$ cat src/rtl/sesf_pkg.sv
// Shared constants and types for the scanline edge-span fill block.
// Used by the divider, the edge table and the top level; no dependencies.
package sesf_pkg;

  localparam int COORD_W     = 16;
  localparam int ACT_W       = 2;
  localparam int ROW_IN_W    = 10;
  localparam int SPAN_W      = 10;
  localparam int SLOPE_FRAC  = 16;
  localparam int ACC_W       = 48;
  localparam int IN_TDATA_W  = 80;
  localparam int OUT_TDATA_W = 24;

  localparam int DIV_DVD_W = 32;
  localparam int DIV_DSR_W = 16;
  localparam int DIV_CNT_W = 5;

  localparam logic [ACT_W-1:0] ACT_CLEAR = 2'd0;
  localparam logic [ACT_W-1:0] ACT_EDGE  = 2'd1;
  localparam logic [ACT_W-1:0] ACT_READ  = 2'd2;

  localparam logic [1:0] TBL_CLEAR = 2'd0;
  localparam logic [1:0] TBL_MERGE = 2'd1;
  localparam logic [1:0] TBL_READ  = 2'd2;

  typedef struct packed {
    logic       valid;
    logic [1:0] op;
  } tbl_ctl_t;

endpackage

$ cat src/rtl/sesf_div.sv
// Restoring divider, one quotient bit per cycle, for the edge slope.
// Depends on sesf_pkg for operand widths.
module sesf_div
  import sesf_pkg::*;
(
  input  logic                 clk,
  input  logic                 rst,
  input  logic                 start,
  input  logic [DIV_DVD_W-1:0] dividend,
  input  logic [DIV_DSR_W-1:0] divisor,
  output logic                 busy,
  output logic                 done,
  output logic [DIV_DVD_W-1:0] quotient
);

  logic [DIV_DSR_W-1:0] rem;
  logic [DIV_DVD_W-1:0] quo;
  logic [DIV_CNT_W-1:0] cnt;
  logic [DIV_DSR_W:0]   rem_sh;
  logic [DIV_DSR_W:0]   diff;
  logic                 ge;

  assign rem_sh   = {rem, quo[DIV_DVD_W-1]};
  assign ge       = rem_sh >= {1'b0, divisor};
  assign diff     = rem_sh - {1'b0, divisor};
  assign quotient = quo;

  always_ff @(posedge clk) begin
    if (rst) begin
      busy <= 1'b0;
      done <= 1'b0;
      cnt  <= '0;
    end else begin
      done <= 1'b0;
      if (start && !busy) begin
        busy <= 1'b1;
        cnt  <= '0;
      end else if (busy) begin
        cnt <= cnt + 1'b1;
        if (cnt == DIV_CNT_W'(DIV_DVD_W - 1)) begin
          busy <= 1'b0;
          done <= 1'b1;
        end
      end
    end
  end

  always_ff @(posedge clk) begin
    if (start && !busy) begin
      rem <= '0;
      quo <= dividend;
    end else if (busy) begin
      rem <= ge ? diff[DIV_DSR_W-1:0] : rem_sh[DIV_DSR_W-1:0];
      quo <= {quo[DIV_DVD_W-2:0], ge};
    end
  end

  a_start_busy: assert property (@(posedge clk) disable iff (rst)
    (start && !busy) |=> busy) else $error("divider did not start");
  a_done_idle: assert property (@(posedge clk) disable iff (rst)
    done |-> !busy) else $error("divider done while busy");
  a_done_pulse: assert property (@(posedge clk) disable iff (rst)
    done |=> !done) else $error("divider done held longer than one cycle");

endmodule

$ cat config.mk
export PLATFORM = sky130hd
export DESIGN_NAME = sesf_div
export DESIGN_NICKNAME = d
export VERILOG_FILES = /design/src/rtl/sesf_pkg.sv /design/src/rtl/sesf_div.sv
export SDC_FILE = /design/constraint.sdc
export NUM_CORES = 1
export LEC_CHECK = 0
export BUFFER_PORTS_ARGS = -buffer_cell sky130_fd_sc_hd__buf_2
export CAP_MARGIN = 15
export CORE_MARGIN = 4
export CORE_UTILIZATION = 35
export DETAILED_ROUTE_END_ITERATION = 8
export GPL_TIMING_DRIVEN = 0
export PLACE_DENSITY = 0.58
export SYNTH_ARGS = -nofsm -noshare
export SYNTH_HDL_FRONTEND = slang
export SYNTH_SLANG_ARGS = --single-unit
export TNS_END_PERCENT = 1
$ cat constraint.sdc
create_clock -name clk -period 2.6 [get_ports clk]
set_input_delay 0.39 -clock clk [delete_from_list [all_inputs] [get_ports clk]]
set_output_delay 0.39 -clock clk [all_outputs]
set_load 0.01 [all_outputs]
==> out/metrics.yaml <==
worst_slack_ps: 140.3
n_fill_cell: 962
routabilityCongestion: 0.7755
ant_nets: 0
syn_to_final_growth_pct: 20.84
irDropWorstVdd_mv: 0.2832
synth_edf_count: 32
ys_warn_count: 0
ys_top_cells_by_count: "nand2_1, edfxtp_1, mux2_2, dfxtp_1, inv_1"
first_global_vias: 2765
clk_latency_ps: 320
wl_per_cell_um: 15.72
die_y_um: 106.7
first_iter_violations: 116
cts_setup_buffers: 0
routed-wl-met3_um: 221
cts_resized: 0
synth_cell_type_count: 56
cap_violations: 0
tightest_slew_ps: 795.9
synth.largest_area_cell: "edfxtp_1"
syn_nets: 397
cts_tree: "yes"
hold_class: "input port to register"
synth_cells: 327
clk_pin_slew_ps: 110
final_nets: 489
vias: 2781
core_region_area_mm2: 0.009371
grt_pass1_wl_um: 13970
crit_arrival_ps: 2640
numCtsBuffers: 5
crit_top_cell: "buf_2"
avgSynthCellArea_um2: 10.43
powerDensity_mw_per_mm2: 858.8
dpl.hpwl_um: 6695
syn-cell-area_mm2: 0.003410
wl_met2_um: 4347
root_buffer: "clkbuf_8"
slowest_stage: "dfxtp_1"
routed_wl_um: 8628
finalClockSkew_ps: 9.860
synth_top_area_share: 0.2818
io_pins: 85
routed.top_layer: "met4"
max-slew-margin-rel: 0.4662
fmax_mhz: 406.5
io_buffers: 84
fin_crit_ps: 2460
antenna_found_initial: 0
clkSinkCount: 55
cp_max_fo: 10
dp_slack_ps: -8.307
slowest_delay_ps: 370
setup_viol: 0
track_usage: 0.1517
multi_input_area_mm2: 0.001837
rows: 35
synth.area.top_cells: "edfxtp_1, dfxtp_1, mux2_2, ha_1, nand2_1"
async_flop_share: 0
start_util: 0.3638
wl_met1_um: 4010
crit_path_end_kind: "register"
synthFlopType: "edfxtp_1"
worstPathCellList: "ha_1 > buf_2 > nand4_1 > nor3_1 > o21a_1 > o31ai_4 > nand2_2 > buf_2 > o221ai_1"
viasPerCell: 5.066
yosysMostFrequentCell: "nand2_1"
route.detailed.drc: 0
status: "finished, final reports clean"
overflow: 0
final_hold_viol_count: 0
whs_ps: 340.7
start_kind: "register"
rsz0062_at_grt: "false"
r2r_cells: 9
die_w_um: 106.7
synth-seq-cells: 55
cp.required_ps: 2780
worstSetupPathType: "register to register"
die_area_mm2: 0.01138
min_path_cells: 2
hold_buffers: 0
seq_area_mm2: 0.001421
drive_gt1_frac: 0.3524
p_leak_nw: 1.776
seq_area_frac_synth: 0.4169
slew_viol_final: 0
antennaDiodeCount: 0
grt_max_degree: 22
cts_buffer_depth: 2
htree_levels: 2
first_pass_iters: 4
post-route-period-util: 0.9461
## critical path, delay by kind of cell, from the launching register on
family / cells / cell delay, ps
compound gates: 3 / 540
fa+ha+maj: 1 / 290
buf+inv: 2 / 460
simple gates: 3 / 660
flops: 1 / 370
## worst paths after layout
kind              startpoint      end  slack, ps
setup / recovery     rem[10]   rem[0]        140
hold / removal           rst     busy        340
setup reg to reg     rem[10]   rem[0]        140
hold reg to reg      rem[13]  rem[13]        510
## where the power goes
group	leakage (nW)	internal, mW	switching, mW
Sequential	0.509	1.13	0.139
Combinational	1.22	0.728	1.02
Clock	0.0502	0.201	0.318
Total	1.78	2.06	1.48
## cell families after synthesis
group / count (synthesis) / synth area share
adder cells (fa/ha/maj): 19 / 0.07193
XOR/XNOR: 13 / 0.03339
AO/OA/AOI/OAI: 73 / 0.1721
flip-flops: 55 / 0.4169
AND/OR/NAND/NOR: 96 / 0.1457
buffers and inverters: 36 / 0.04550
multiplexers: 35 / 0.1145
## area by class of cell
class                      instances  share of cell area
buffer                            16             0.01944
clock buffer                       5             0.01670
inverter                          20             0.01822
sequential                        55              0.3450
clock inverter                     3            0.006985
timing repair buffer              85              0.1087
multi-input combinational        236              0.4458
tap                              129             0.03917
## flip-flops by register name, summed over array words and instances, names as in the netlist
| signal | flops |
|---|---|
| cnt | 5 |
| busy | 1 |
| done | 1 |
| quotient | 32 |
| rem | 16 |
## layout by cell type, fill, tap and decap left out, types with 2 or more instances in the layout
cell / Yosys / final
a211oi_1: 2 / 2
a21o_1: 4 / 4
ha_1: 18 / 18
o21a_1: 4 / 4
nand3_1: 7 / 7
nand4_1: 7 / 7
mux2_2: 32 / 32
a21oi_2: 2 / 3
nand2_1: 36 / 36
clkbuf_1: 9 / 9
and3_1: 3 / 3
a31o_1: 2 / 2
mux2i_1: 3 / 3
clkinv_4: 0 / 2
buf_2: 4 / 88
and2_1: 2 / 2
o31ai_2: 2 / 2
xor2_1: 5 / 5
nor3_1: 9 / 9
o21ai_0: 10 / 10
xnor2_1: 8 / 8
a21oi_1: 13 / 12
nor2b_1: 4 / 4
dfxtp_1: 23 / 23
clkbuf_8: 0 / 5
o221ai_1: 3 / 3
nor2_1: 13 / 13
edfxtp_1: 32 / 32
o211ai_1: 15 / 15
a21oi_4: 2 / 2
nand2b_1: 7 / 7
inv_1: 20 / 20
## layer usage
metal,track usage,vias to the layer above
li1,-,1393
met1,0.2042,1342
met2,0.2585,41
met3,0.02288,5
met4,0.03196,0
met5,0,-
## per-stage QoR
stage                     instance area (µm²)  utilization  power (mW)  std cells  TNS, ps
after floorplan                          3410            -       2.562        327        0
after global routing                     4120       0.4397       3.800        549        0
after global placement                   3991       0.4259       2.983        540        0
after CTS                                4116       0.4393       3.538        549        0
after detailed placement                 4019       0.4288       3.023        541   -8.307
final                                    4120       0.4397       3.538        549        0
(Power assumes the default switching activity.)
